==> src/design/clfd_pkg.sv <==
// ----------------------------------------------------------------------------
// Content-length frame decoder package
// Result codes, the token passed from parser to output stage, and defaults.
// ----------------------------------------------------------------------------
package clfd_pkg;

    localparam int LENGTH_BITS_DEFAULT = 32;
    localparam logic [31:0] MAX_FRAME_LENGTH_RESET = 32'd16777216;

    localparam logic [1:0] KIND_PAYLOAD  = 2'd0;
    localparam logic [1:0] KIND_EMPTY    = 2'd1;
    localparam logic [1:0] KIND_NO_LEN   = 2'd2;
    localparam logic [1:0] KIND_BAD_LEN  = 2'd3;

    typedef struct packed {
        logic [1:0]  kind;
        logic [7:0]  data;
        logic        last;
        logic [31:0] length;
    } clfd_token_t;

endpackage

==> src/design/clfd_front.sv <==
// ----------------------------------------------------------------------------
// Content-length frame decoder parser
// Accepts one stream byte per cycle while the queue has room, tracks the
// header block and payload, and pushes one token per result into the queue.
// ----------------------------------------------------------------------------
module clfd_front #(
    parameter int LENGTH_BITS = clfd_pkg::LENGTH_BITS_DEFAULT
) (
    input  logic                 aclk,
    input  logic                 aresetn,
    input  logic                 cfg_wr_en,
    input  logic [31:0]          cfg_wr_data,
    input  logic                 s_valid,
    output logic                 s_ready,
    input  logic [7:0]           s_stream_byte,
    output logic                 push_valid,
    input  logic                 push_ready,
    output clfd_pkg::clfd_token_t push_token
);
    import clfd_pkg::*;

    localparam int CW = (LENGTH_BITS + 4 > 32) ? LENGTH_BITS + 4 : 32;
    localparam logic [3:0] KEY_LEN = 4'd14;
    localparam logic [3:0] KEY_POS_MAX = 4'd15;

    localparam logic [7:0] CH_LF    = 8'h0A;
    localparam logic [7:0] CH_CR    = 8'h0D;
    localparam logic [7:0] CH_COLON = 8'h3A;

    localparam logic [2:0] TT_NONE   = 3'd0;
    localparam logic [2:0] TT_CR     = 3'd1;
    localparam logic [2:0] TT_LF     = 3'd2;
    localparam logic [2:0] TT_CRLF   = 3'd3;
    localparam logic [2:0] TT_CRLFCR = 3'd4;

    localparam logic [1:0] LP_KEY   = 2'd0;
    localparam logic [1:0] LP_VALUE = 2'd1;
    localparam logic [1:0] LP_REST  = 2'd2;

    localparam logic [1:0] VP_BLANKS = 2'd0;
    localparam logic [1:0] VP_DIGITS = 2'd1;
    localparam logic [1:0] VP_AFTER  = 2'd2;

    typedef enum logic [1:0] {
        ST_HEADER = 2'b01,
        ST_BODY   = 2'b10
    } state_t;

    function automatic logic [7:0] key_char(input logic [3:0] pos);
        logic [7:0] ch;
        case (pos)
            4'd0:    ch = "c";
            4'd1:    ch = "o";
            4'd2:    ch = "n";
            4'd3:    ch = "t";
            4'd4:    ch = "e";
            4'd5:    ch = "n";
            4'd6:    ch = "t";
            4'd7:    ch = "-";
            4'd8:    ch = "l";
            4'd9:    ch = "e";
            4'd10:   ch = "n";
            4'd11:   ch = "g";
            4'd12:   ch = "t";
            4'd13:   ch = "h";
            default: ch = 8'h00;
        endcase
        return ch;
    endfunction

    state_t                 state_reg, state_next;
    logic [2:0]             term_reg, term_next;
    logic [1:0]             line_part_reg, line_part_next;
    logic [3:0]             key_pos_reg, key_pos_next;
    logic                   key_mis_reg, key_mis_next;
    logic [1:0]             value_phase_reg, value_phase_next;
    logic                   found_reg, found_next;
    logic                   bad_reg, bad_next;
    logic [LENGTH_BITS-1:0] acc_reg, acc_next;
    logic [LENGTH_BITS-1:0] remain_reg, remain_next;
    logic [31:0]            max_len_reg;

    logic                   accept;
    logic                   is_digit;
    logic                   is_blank;
    logic                   do_acc;
    logic                   done;
    logic                   body_last;
    logic [7:0]             low_ch;
    logic [CW-1:0]          mask_w;
    logic [CW-1:0]          limit_w;
    logic [CW-1:0]          acc_w;

    assign s_ready = push_ready;
    assign accept  = s_valid && s_ready;

    assign is_digit = (s_stream_byte >= "0") && (s_stream_byte <= "9");
    assign is_blank = (s_stream_byte == 8'h20) || (s_stream_byte == 8'h09) ||
                      (s_stream_byte == CH_CR) || (s_stream_byte == 8'h0B) ||
                      (s_stream_byte == 8'h0C);
    assign low_ch   = ((s_stream_byte >= "A") && (s_stream_byte <= "Z")) ?
                      s_stream_byte + 8'd32 : s_stream_byte;

    assign mask_w  = CW'({LENGTH_BITS{1'b1}});
    assign limit_w = (CW'(max_len_reg) > mask_w) ? mask_w : CW'(max_len_reg);
    assign acc_w   = (CW'(acc_reg) << 3) + (CW'(acc_reg) << 1) + CW'(s_stream_byte[3:0]);

    assign body_last = (remain_reg <= LENGTH_BITS'(1));

    always_comb begin
        state_next       = state_reg;
        term_next        = term_reg;
        line_part_next   = line_part_reg;
        key_pos_next     = key_pos_reg;
        key_mis_next     = key_mis_reg;
        value_phase_next = value_phase_reg;
        found_next       = found_reg;
        bad_next         = bad_reg;
        acc_next         = acc_reg;
        remain_next      = remain_reg;
        do_acc           = 1'b0;
        done             = 1'b0;
        push_valid       = 1'b0;
        push_token.kind   = KIND_PAYLOAD;
        push_token.data   = s_stream_byte;
        push_token.last   = 1'b0;
        push_token.length = 32'(acc_reg);

        if (state_reg == ST_BODY) begin
            push_valid      = accept;
            push_token.last = body_last;
            if (body_last) begin
                state_next = ST_HEADER;
                acc_next   = '0;
                remain_next = '0;
            end else begin
                remain_next = remain_reg - LENGTH_BITS'(1);
            end
        end else begin
            // header lines are ignored once the length is decided
            if (!(found_reg || bad_reg)) begin
                if (s_stream_byte == CH_LF) begin
                    if (line_part_reg == LP_VALUE && value_phase_reg != VP_BLANKS) begin
                        found_next = 1'b1;
                    end
                    line_part_next   = LP_KEY;
                    key_pos_next     = '0;
                    key_mis_next     = 1'b0;
                    value_phase_next = VP_BLANKS;
                end else if (line_part_reg == LP_KEY) begin
                    if (s_stream_byte == CH_COLON) begin
                        line_part_next = (!key_mis_reg && key_pos_reg == KEY_LEN) ?
                                         LP_VALUE : LP_REST;
                    end else begin
                        if (key_pos_reg >= KEY_LEN || low_ch != key_char(key_pos_reg)) begin
                            key_mis_next = 1'b1;
                        end
                        if (key_pos_reg < KEY_POS_MAX) begin
                            key_pos_next = key_pos_reg + 4'd1;
                        end
                    end
                end else if (line_part_reg == LP_VALUE) begin
                    case (value_phase_reg)
                        VP_BLANKS: begin
                            if (!is_blank) begin
                                if (!is_digit) begin
                                    bad_next = 1'b1;
                                end else begin
                                    value_phase_next = VP_DIGITS;
                                    do_acc           = 1'b1;
                                end
                            end
                        end
                        VP_DIGITS: begin
                            if (is_digit) begin
                                do_acc = 1'b1;
                            end else begin
                                value_phase_next = VP_AFTER;
                            end
                        end
                        default: begin
                        end
                    endcase
                end
                if (do_acc) begin
                    acc_next = LENGTH_BITS'(acc_w);
                    if (acc_w > limit_w) begin
                        bad_next = 1'b1;
                    end
                end
            end

            // header block terminator: LF LF, CR LF LF or CR LF CR LF
            if (s_stream_byte == CH_LF) begin
                if (term_reg == TT_LF || term_reg == TT_CRLF || term_reg == TT_CRLFCR) begin
                    done = 1'b1;
                end else begin
                    term_next = (term_reg == TT_CR) ? TT_CRLF : TT_LF;
                end
            end else if (s_stream_byte == CH_CR) begin
                term_next = (term_reg == TT_CRLF) ? TT_CRLFCR : TT_CR;
            end else begin
                term_next = TT_NONE;
            end

            if (done) begin
                push_token.data = 8'h00;
                if (bad_next) begin
                    push_valid      = accept;
                    push_token.kind = KIND_BAD_LEN;
                end else if (!found_next) begin
                    push_valid      = accept;
                    push_token.kind = KIND_NO_LEN;
                end else if (acc_next == '0) begin
                    push_valid      = accept;
                    push_token.kind = KIND_EMPTY;
                    push_token.last = 1'b1;
                end else begin
                    state_next  = ST_BODY;
                    remain_next = acc_next;
                end
                term_next        = TT_NONE;
                line_part_next   = LP_KEY;
                key_pos_next     = '0;
                key_mis_next     = 1'b0;
                value_phase_next = VP_BLANKS;
                found_next       = 1'b0;
                bad_next         = 1'b0;
                if (state_next != ST_BODY) begin
                    acc_next = '0;
                end
            end
        end
    end

    always_ff @(posedge aclk) begin
        if (!aresetn) begin
            state_reg       <= ST_HEADER;
            term_reg        <= TT_NONE;
            line_part_reg   <= LP_KEY;
            key_pos_reg     <= '0;
            key_mis_reg     <= 1'b0;
            value_phase_reg <= VP_BLANKS;
            found_reg       <= 1'b0;
            bad_reg         <= 1'b0;
            acc_reg         <= '0;
            remain_reg      <= '0;
            max_len_reg     <= MAX_FRAME_LENGTH_RESET;
        end else begin
            if (cfg_wr_en) begin
                max_len_reg <= cfg_wr_data;
            end
            if (accept) begin
                state_reg       <= state_next;
                term_reg        <= term_next;
                line_part_reg   <= line_part_next;
                key_pos_reg     <= key_pos_next;
                key_mis_reg     <= key_mis_next;
                value_phase_reg <= value_phase_next;
                found_reg       <= found_next;
                bad_reg         <= bad_next;
                acc_reg         <= acc_next;
                remain_reg      <= remain_next;
            end
        end
    end

endmodule

==> src/design/clfd_queue.sv <==
// ----------------------------------------------------------------------------
// Content-length frame decoder token queue
// Two-entry queue between the parser and the output stage.
// ----------------------------------------------------------------------------
module clfd_queue (
    input  logic                  aclk,
    input  logic                  aresetn,
    input  logic                  push_valid,
    output logic                  push_ready,
    input  clfd_pkg::clfd_token_t push_token,
    output logic                  pop_valid,
    input  logic                  pop_en,
    output clfd_pkg::clfd_token_t pop_token
);
    import clfd_pkg::*;

    clfd_token_t entry_reg [2];
    logic        wr_ptr_reg, wr_ptr_next;
    logic        rd_ptr_reg, rd_ptr_next;
    logic [1:0]  count_reg, count_next;
    logic        do_push;
    logic        do_pop;

    assign push_ready = (count_reg != 2'd2);
    assign pop_valid  = (count_reg != 2'd0);
    assign pop_token  = entry_reg[rd_ptr_reg];

    assign do_push = push_valid && push_ready;
    assign do_pop  = pop_en && pop_valid;

    always_comb begin
        wr_ptr_next = do_push ? ~wr_ptr_reg : wr_ptr_reg;
        rd_ptr_next = do_pop ? ~rd_ptr_reg : rd_ptr_reg;
        count_next  = count_reg + 2'(do_push) - 2'(do_pop);
    end

    always_ff @(posedge aclk) begin
        if (!aresetn) begin
            wr_ptr_reg <= 1'b0;
            rd_ptr_reg <= 1'b0;
            count_reg  <= 2'd0;
        end else begin
            wr_ptr_reg <= wr_ptr_next;
            rd_ptr_reg <= rd_ptr_next;
            count_reg  <= count_next;
        end
    end

    always_ff @(posedge aclk) begin
        if (do_push) begin
            entry_reg[wr_ptr_reg] <= push_token;
        end
    end

endmodule

==> src/design/clfd_back.sv <==
// ----------------------------------------------------------------------------
// Content-length frame decoder output stage
// Pops tokens, formats the result fields by kind and holds them for the sink.
// ----------------------------------------------------------------------------
module clfd_back (
    input  logic                  aclk,
    input  logic                  aresetn,
    input  logic                  pop_valid,
    output logic                  pop_en,
    input  clfd_pkg::clfd_token_t pop_token,
    output logic                  m_valid,
    input  logic                  m_ready,
    output logic [1:0]            m_result_kind,
    output logic [7:0]            m_payload_byte,
    output logic                  m_frame_last,
    output logic [31:0]           m_frame_length
);
    import clfd_pkg::*;

    logic        valid_reg, valid_next;
    logic [1:0]  kind_reg;
    logic [7:0]  byte_reg;
    logic        last_reg;
    logic [31:0] length_reg;
    logic        load;
    logic        is_payload;
    logic        has_length;

    // advance whenever the output register is empty or being taken
    assign load   = pop_valid && (!valid_reg || m_ready);
    assign pop_en = load;

    assign is_payload = (pop_token.kind == KIND_PAYLOAD);
    assign has_length = is_payload || (pop_token.kind == KIND_EMPTY);

    always_comb begin
        valid_next = valid_reg;
        if (load) begin
            valid_next = 1'b1;
        end else if (m_ready) begin
            valid_next = 1'b0;
        end
    end

    always_ff @(posedge aclk) begin
        if (!aresetn) begin
            valid_reg <= 1'b0;
        end else begin
            valid_reg <= valid_next;
        end
    end

    always_ff @(posedge aclk) begin
        if (load) begin
            kind_reg   <= pop_token.kind;
            byte_reg   <= is_payload ? pop_token.data : 8'h00;
            last_reg   <= is_payload ? pop_token.last : (pop_token.kind == KIND_EMPTY);
            length_reg <= has_length ? pop_token.length : 32'd0;
        end
    end

    assign m_valid        = valid_reg;
    assign m_result_kind  = kind_reg;
    assign m_payload_byte = byte_reg;
    assign m_frame_last   = last_reg;
    assign m_frame_length = length_reg;

endmodule

==> src/design/content_length_frame_decoder.sv <==
// ----------------------------------------------------------------------------
// Content-length frame decoder
// Splits a byte stream into header blocks and content-length sized payloads.
// ----------------------------------------------------------------------------
// Takes one stream byte per cycle, back to back, while the token queue has
// room, and gives at most one result per byte: each payload byte with a last
// mark, one empty-frame result for a zero length, or one drop report when a
// header block ends without a usable length or with a bad one. The rate is
// set by the parser's length accumulate-and-compare path, which runs once per
// byte. A two-entry token queue and an output register sit between parser and
// sink, so a stalled sink does not stop the stream until the queue fills. A
// result enters the queue as its byte is accepted and then waits in the
// output register for the sink. The user must write max_frame_length through
// cfg_wr_en / cfg_wr_data only while the block is idle; it is not enforced.
module content_length_frame_decoder #(
    parameter int LENGTH_BITS = clfd_pkg::LENGTH_BITS_DEFAULT
) (
    input  logic        aclk,
    input  logic        aresetn,
    input  logic        cfg_wr_en,
    input  logic [31:0] cfg_wr_data,
    input  logic        s_valid,
    output logic        s_ready,
    input  logic [7:0]  s_stream_byte,
    output logic        m_valid,
    input  logic        m_ready,
    output logic [1:0]  m_result_kind,
    output logic [7:0]  m_payload_byte,
    output logic        m_frame_last,
    output logic [31:0] m_frame_length
);
    import clfd_pkg::*;

    logic        push_valid;
    logic        push_ready;
    clfd_token_t push_token;
    logic        pop_valid;
    logic        pop_en;
    clfd_token_t pop_token;

    clfd_front #(
        .LENGTH_BITS (LENGTH_BITS)
    ) u_front (
        .aclk          (aclk),
        .aresetn       (aresetn),
        .cfg_wr_en     (cfg_wr_en),
        .cfg_wr_data   (cfg_wr_data),
        .s_valid       (s_valid),
        .s_ready       (s_ready),
        .s_stream_byte (s_stream_byte),
        .push_valid    (push_valid),
        .push_ready    (push_ready),
        .push_token    (push_token)
    );

    clfd_queue u_queue (
        .aclk       (aclk),
        .aresetn    (aresetn),
        .push_valid (push_valid),
        .push_ready (push_ready),
        .push_token (push_token),
        .pop_valid  (pop_valid),
        .pop_en     (pop_en),
        .pop_token  (pop_token)
    );

    clfd_back u_back (
        .aclk           (aclk),
        .aresetn        (aresetn),
        .pop_valid      (pop_valid),
        .pop_en         (pop_en),
        .pop_token      (pop_token),
        .m_valid        (m_valid),
        .m_ready        (m_ready),
        .m_result_kind  (m_result_kind),
        .m_payload_byte (m_payload_byte),
        .m_frame_last   (m_frame_last),
        .m_frame_length (m_frame_length)
    );

endmodule

==> config.mk <==
export PLATFORM = sky130hd
export DESIGN_NAME = content_length_frame_decoder
export DESIGN_NICKNAME = d
export VERILOG_FILES = /design/src/design/clfd_pkg.sv /design/src/design/clfd_front.sv /design/src/design/clfd_queue.sv /design/src/design/clfd_back.sv /design/src/design/content_length_frame_decoder.sv
export SDC_FILE = /design/constraint.sdc
export NUM_CORES = 1
export LEC_CHECK = 0
export BUFFER_PORTS_ARGS = -buffer_cell sky130_fd_sc_hd__buf_2
export CORE_MARGIN = 1
export CORE_UTILIZATION = 40
export CTS_CLUSTER_DIAMETER = 50
export DETAILED_ROUTE_END_ITERATION = 7
export SYNTH_ARGS = -nofsm -noshare
export SYNTH_HDL_FRONTEND = slang
export SYNTH_SLANG_ARGS = --single-unit
export TNS_END_PERCENT = 30
==> constraint.sdc <==
create_clock -name aclk -period 7.75 [get_ports aclk]
set_input_delay 0.775 -clock aclk [delete_from_list [all_inputs] [get_ports aclk]]
set_output_delay 0.775 -clock aclk [all_outputs]
set_load 0.01 [all_outputs]
After elaboration in Yosys (flattened, before gate mapping) --
Memories as Yosys holds them, arrays and structs flattened. A register that Yosys moved wholly into a read port is not among the register bits. Index checks and enable logic that the tools add are counted.
Cells by class: add/sub/neg operators 7, bitwise logic cells 3, order comparisons 9, reduce and logical (&&, ||, !) cells 44, equal/unequal tests 29, muxes and demuxes 111
Operators by type and width (number):
- 2-to-1 mux 32 bit | 14
- 2-to-1 mux 1 bit | 50
- 2-to-1 mux 2 bit | 24
- 2-to-1 mux 8 bit | 6
- equality test 8 x 4 -> 1 bit (second input constant) | 5
- adder 35 x 33 -> 36 bit | 1
- adder 36 x 4 -> 36 bit | 1
- greater-than comparator 36 bit | 1
- greater-than comparator 32 bit (second input constant) | 1
- <= comparator 32 x 1 -> 1 bit (second input constant) | 1
- logical NOT 32 bit | 1
- 2-to-1 mux 4 bit | 8
- subtractor 32 x 1 -> 32 bit (second input constant) | 1
- equality test 8 x 6 -> 1 bit (second input constant) | 2
- 2-to-1 mux 3 bit | 5
- nonzero test 3 bit | 5
- AND reduction 6 bit | 2
- 2-to-1 mux 11 bit | 1
- logical OR 1 bit | 10
- 2-to-1 mux 10 bit | 1
- AND reduction 5 bit | 2
- nonzero test 2 bit | 5
- AND reduction 9 bit | 1
- adder 8 x 6 -> 8 bit (second input constant) | 1
- other kinds (31) | 54
Word-level totals: bits in registers 160, input port bits 45, memory bits (read-only) 112, memories 2, RAM bits 86
Memory list:
- (name not given) | words 16, bits a word 7, read ports 1, clocked after Yosys merged registers in 1, write ports 0, RTL line clfd_front.sv:51 | case (pos)
- u_queue.entry_reg | words 2, bits a word 43, read ports 1, clocked after Yosys merged registers in 1, write ports 1, RTL line clfd_queue.sv:17 | clfd_token_t entry_reg [2];

Logic depth before layout (Yosys ltp) --
word-level depth 25, mapped depth 21, mapped depth without buffers 21

Hierarchy --
Synthesis repeated with hierarchy kept, for this count alone.
Second synthesis, totals: cells, all modules 1529, area total of the unflattened synthesis 15124.5 µm²
By module, submodules not included:
- clfd_front | cells each 1278, seq. area each 2382.3 µm², times used 1, area an instance 9970.8 µm²
- clfd_queue | cells each 158, seq. area each 2682.6 µm², times used 1, area an instance 3543.4 µm²
- clfd_back | cells each 93, seq. area each 1311.3 µm², times used 1, area an instance 1610.3 µm²

Worst setup path before layout --
No wires, ideal clock.
path kind input to register, from input s_stream_byte[3], to memory u_queue.entry_reg[0][0] in the netlist's numbering (enable), stages 14, required time 7302 ps, library setup time 448 ps, slack 938 ps, data arrival time 6364 ps, path through fa_1 ha_1 a211oi_2 o31ai_2 o211a_1 or3_1 buf_2 a21o_1 a221o_1 or4_1 nor2_1 nand4_1 a31oi_2 nor2b_1
On the way: cells in the longest elaborated chain, start to end 24, elaborated cells on any way between the ends 50, classes of those cells add/sub (1); order compare (3); eq/ne (6); mux (33); reduce/logical (7)
RTL lines:
- from (decl) | RTL line content_length_frame_decoder.sv:24 | input logic [7:0] s_stream_byte,
- parallel branches: the longest is 19 deep, another holds >= comparator 8 x 6 -> 1 bit
- 2-to-1 mux 1 bit * | RTL line clfd_front.sv:206 | if (done) begin
- 2-to-1 mux 1 bit * | RTL line clfd_front.sv:129 | if (state_reg == ST_BODY) begin
- logical AND 1 bit * | RTL line clfd_queue.sv:28 | assign do_push = push_valid && push_ready;
- 2-to-1 mux 1 bit * | RTL line clfd_queue.sv:50 | if (do_push) begin
- 2-to-1 mux 1 bit (implied by the code) * | RTL line clfd_queue.sv:51 | entry_reg[wr_ptr_reg] <= push_token;
- to (decl) | RTL line clfd_queue.sv:17
Every way passes the cells marked *. The select of a mux whose other input is x is not followed.

Worst setup path after layout --
from register u_front.acc_reg[0], to memory u_queue.entry_reg[1][37] in the netlist's numbering (enable)
On the way: cells in the longest elaborated chain, start to end 14, elaborated cells on any way between the ends 19, classes of those cells add/sub (2); order compare (1); mux (14); reduce/logical (2)
RTL lines:
- from (decl) | RTL line clfd_front.sv:79 | logic [LENGTH_BITS-1:0] acc_reg, acc_next;
- from (signal assigned) | RTL line clfd_front.sv:262 | acc_reg <= acc_next;
- parallel branches: the longest is 8 deep, another holds adder 35 x 33 -> 36 bit
- 2-to-1 mux 1 bit * | RTL line clfd_front.sv:208 | if (bad_next) begin
- 2-to-1 mux 1 bit * | RTL line clfd_front.sv:206
- 2-to-1 mux 1 bit * | RTL line clfd_front.sv:129
- logical AND 1 bit * | RTL line clfd_queue.sv:28
- 2-to-1 mux 1 bit * | RTL line clfd_queue.sv:50
- 2-to-1 mux 1 bit (implied by the code) * | RTL line clfd_queue.sv:51
Marks and branches as above.

==> flow_metrics.tcl <==
set metrics [dict create \
    io_pins 90 \
    setup_violations 0 \
    area_delta_synth_final_pct 13.78 \
    drt-met1-wl_mm 18.42 \
    synth_cells 1540 \
    crit_type "reg -> reg" \
    synth-seq-cells 254 \
    cp-startpoint "u_front.acc_reg[0]" \
    clockRootBuffer "clkbuf_16" \
    cts-buffers-inserted 36 \
    reg2reg_from "u_front.acc_reg[0]" \
    hold_path.class "reg -> reg" \
    die-area_um2 37390 \
    grt_usage_pct 21.87 \
    fmax_ghz 0.1653 \
    rr_endpoint "u_queue.entry_reg[1][37]" \
    grt_pass1_wl_mm 64.32 \
    relSlewSlack_pct 30.97 \
    wl_per_cell_um 19.59 \
    start_util_pct 40.88 \
    cts_tree "done" \
    met2_length_mm 17.80 \
    rsz0062_at_grt "false" \
    rrSetupSlack_ps 1700 \
    min_period_ps 6048 \
    synth_seq_area_share_pct 43.53 \
    synth.distinct_cells 85 \
    diodes 0 \
    power_density_nw_per_um2 226.4 \
    synth_edf_count 129 \
    placed_area_um2 15450 \
    violations "design-rule violations" \
    drc 9 \
    post_cts_buffers 0 \
    critPathArrivalTime_ps 6200 \
    highest_layer "met5" \
    max-clock-path-buffers 3 \
    clock-sinks 254 \
    fin_total_pwr_w 0.003772 \
    holdBufCountCts 0 \
    cp-end-kind "register" \
    grt_antenna_before_repair 3 \
    mostFrequentLayoutCell "nor2_1" \
    finish.utilization_pct 46.51 \
    final_cell_mix "nor2_1 (185), nand2_1 (130), edfxtp_1 (129), dfxtp_1 (124), ha_1 (109)" \
    grt.overflow.total 0 \
    dr_total_vias 11910 \
    fin_tns_setup_ps 0 \
    routed_wirelength_mm 40.80 \
    drtIter0Drc 997 \
    dieWidth_um 193.4 \
    yosysWarnings 0 \
    crit_required_ps 7900 \
    grt_start_max_net_pins 66 \
    synthSimpleGateAreaFrac_pct 16.74 \
    core_area_um2 35830 \
    fillers 3414 \
    synth-main-ff-cell "edfxtp_1" \
    slew_viol_final 0 \
    clkSlewWorstSetupHoldPaths_ps 60 \
    worst_setup_path_start_kind "register" \
    clk_latency_ps 550 \
    synth_top_family_by_area "compound AO/OA/AOI/OAI gates" \
    synth_xor_area_share_pct 3.110 \
    crit_end "u_queue.entry_reg[1][37]" \
    leakagePower_nw 6.870 \
    synth_fa_ha_area_share_pct 9.585 \
    synth_top_area_share_pct 26.45 \
    dp.final_hpwl_mm 29.54 \
    final-hold-violation-count 0 \
    postCtsResizedCells 0 \
    worst_pin_slew_ps 1035 \
    synth_top_cell_by_area "edfxtp_1" \
    synthTopCellsByArea "edfxtp_1 (26%), dfxtp_1 (17%), ha_1 (9.3%)" \
    largest_register_ffs 86 \
    firstDrtPassIters 8 \
    skew_ps 24.44 \
    rows 69 \
    antenna_left 0 \
    synthArstFlopShare_pct 0 \
    syn_area_um2 14650 \
    grt_pass1_vias 11470 \
    syn-num-nets 1696 \
    drive_above_1_share_pct 12.64 \
    synth_compound_gate_area_share_pct 16.93 \
    rr_worst_depth 13 \
    wl_met3_mm 2.977 \
    synth.avg_cell_area_um2 9.511 \
    peakVddDrop_v 0.0001494 \
    fin_crit_sh_pct 78.04 \
    die_h_um 193.4 \
    maxCapViolCount 0 \
    stdcell_area_um2 16660 \
    io_buffers 89 \
    outcome "finished with violations" \
    cp_max_fo 43 \
    place_congestion 0.9548 \
    h-tree-depth 2 \
    via_per_inst 5.717 \
    nets 1751 \
    synthMuxAreaShare_pct 5.766 \
]
[synthesized netlist by cell type, types with 6 or more instances]
cell type	instances
nor4_1	18
nor3_1	34
buf_2	12
nor2_1	187
o221ai_1	8
a31oi_1	7
o211ai_1	17
dfxtp_1	125
a22oi_1	17
o21ai_0	67
o211a_1	12
and3_1	13
and4_1	8
or4_1	6
ha_1	109
nand2b_1	15
a31o_2	11
o21a_1	13
o22ai_1	17
or3_1	10
a21o_1	28
nand2_1	130
a32o_1	7
o31ai_1	7
a211oi_1	15
nor2b_1	9
mux2i_1	81
nand3_1	21
inv_1	71
and2_1	12
a21oi_1	79
or2_2	8
edfxtp_1	129
xnor2_1	32
xor2_1	20
nand4_1	26
clkbuf_1	70
[how the worst min path moves through the flow]
| stage | start | to | slack (ps) | depth (start not counted) |
|---|---|---|---|---|
| CTS | cfg_wr_data[24] | u_front.max_len_reg[24] | 440 | 3 |
| global placement | u_front.remain_reg[20] | u_front.remain_reg[20] | 430 | 2 |
| detailed placement | u_front.remain_reg[20] | u_front.remain_reg[20] | 440 | 2 |
| global route | cfg_wr_data[24] | u_front.max_len_reg[24] | 460 | 3 |
| floorplan | u_front.remain_reg[20] | u_front.remain_reg[20] | 420 | 2 |
| finish | u_front.remain_reg[20] | u_front.remain_reg[20] | 450 | 2 |
[critical path, stage by stage (launching register included)]
cell and delay (ps):
dfxtp_1 600, fa_1 530, ha_1 340, a211oi_2 260, o31ai_2 180, o211a_1 280, or3_1 470, a21o_1 250
a221o_1 400, or4_1 560, nor2_1 260, nand4_1 260, a31oi_2 350, and2_2 890
[cells by family (layout without fill, tap and decap cells)]
family / Yosys count / count (layout)
adders and majority gates: 111 / 111
muxes: 84 / 84
buffers and inverters: 161 / 243
AOI/OAI and AO/OA: 361 / 361
DFF: 254 / 254
xor gates and xnor gates: 52 / 52
and+or+nand+nor: 517 / 517
[power by group]
part | switching [W] | internal (W)
combinational | 0.000321 | 0.000191
sequential | 0.0000414 | 0.00157
clock | 0.000634 | 0.00101
total | 0.000997 | 0.00278
[routing by layer]
layer	vias up	global-route usage [%]
met5	-	0
met4	4	10.37
met2	460	33.60
met1	5571	29.75
li1	5779	-
met3	94	4.010
[area by class of cell]
cell class,instances,area [um^2],share of cell area (%)
Multi-Input combinational cell,1125,7657,45.95
Tap cell,461,576.8,3.461
Clock buffer,45,975.9,5.856
Timing Repair Buffer,105,565.5,3.394
Inverter,73,274.0,1.644
Clock inverter,20,237.7,1.427
Sequential cell,254,6377,38.27
[through the flow]
stage / instances / hold slack (ps) / worst slack (ps)
floorplan: 1540 / 423.3 / 937.5
global placement: 2018 / 433.3 / 1515
detailed placement: 2018 / 444.2 / 1388
CTS: 2083 / 435.8 / 1779
global route: 2083 / 464.0 / 1462
finish: 2083 / 453.5 / 1702
Power figures use the tool's default switching activity.
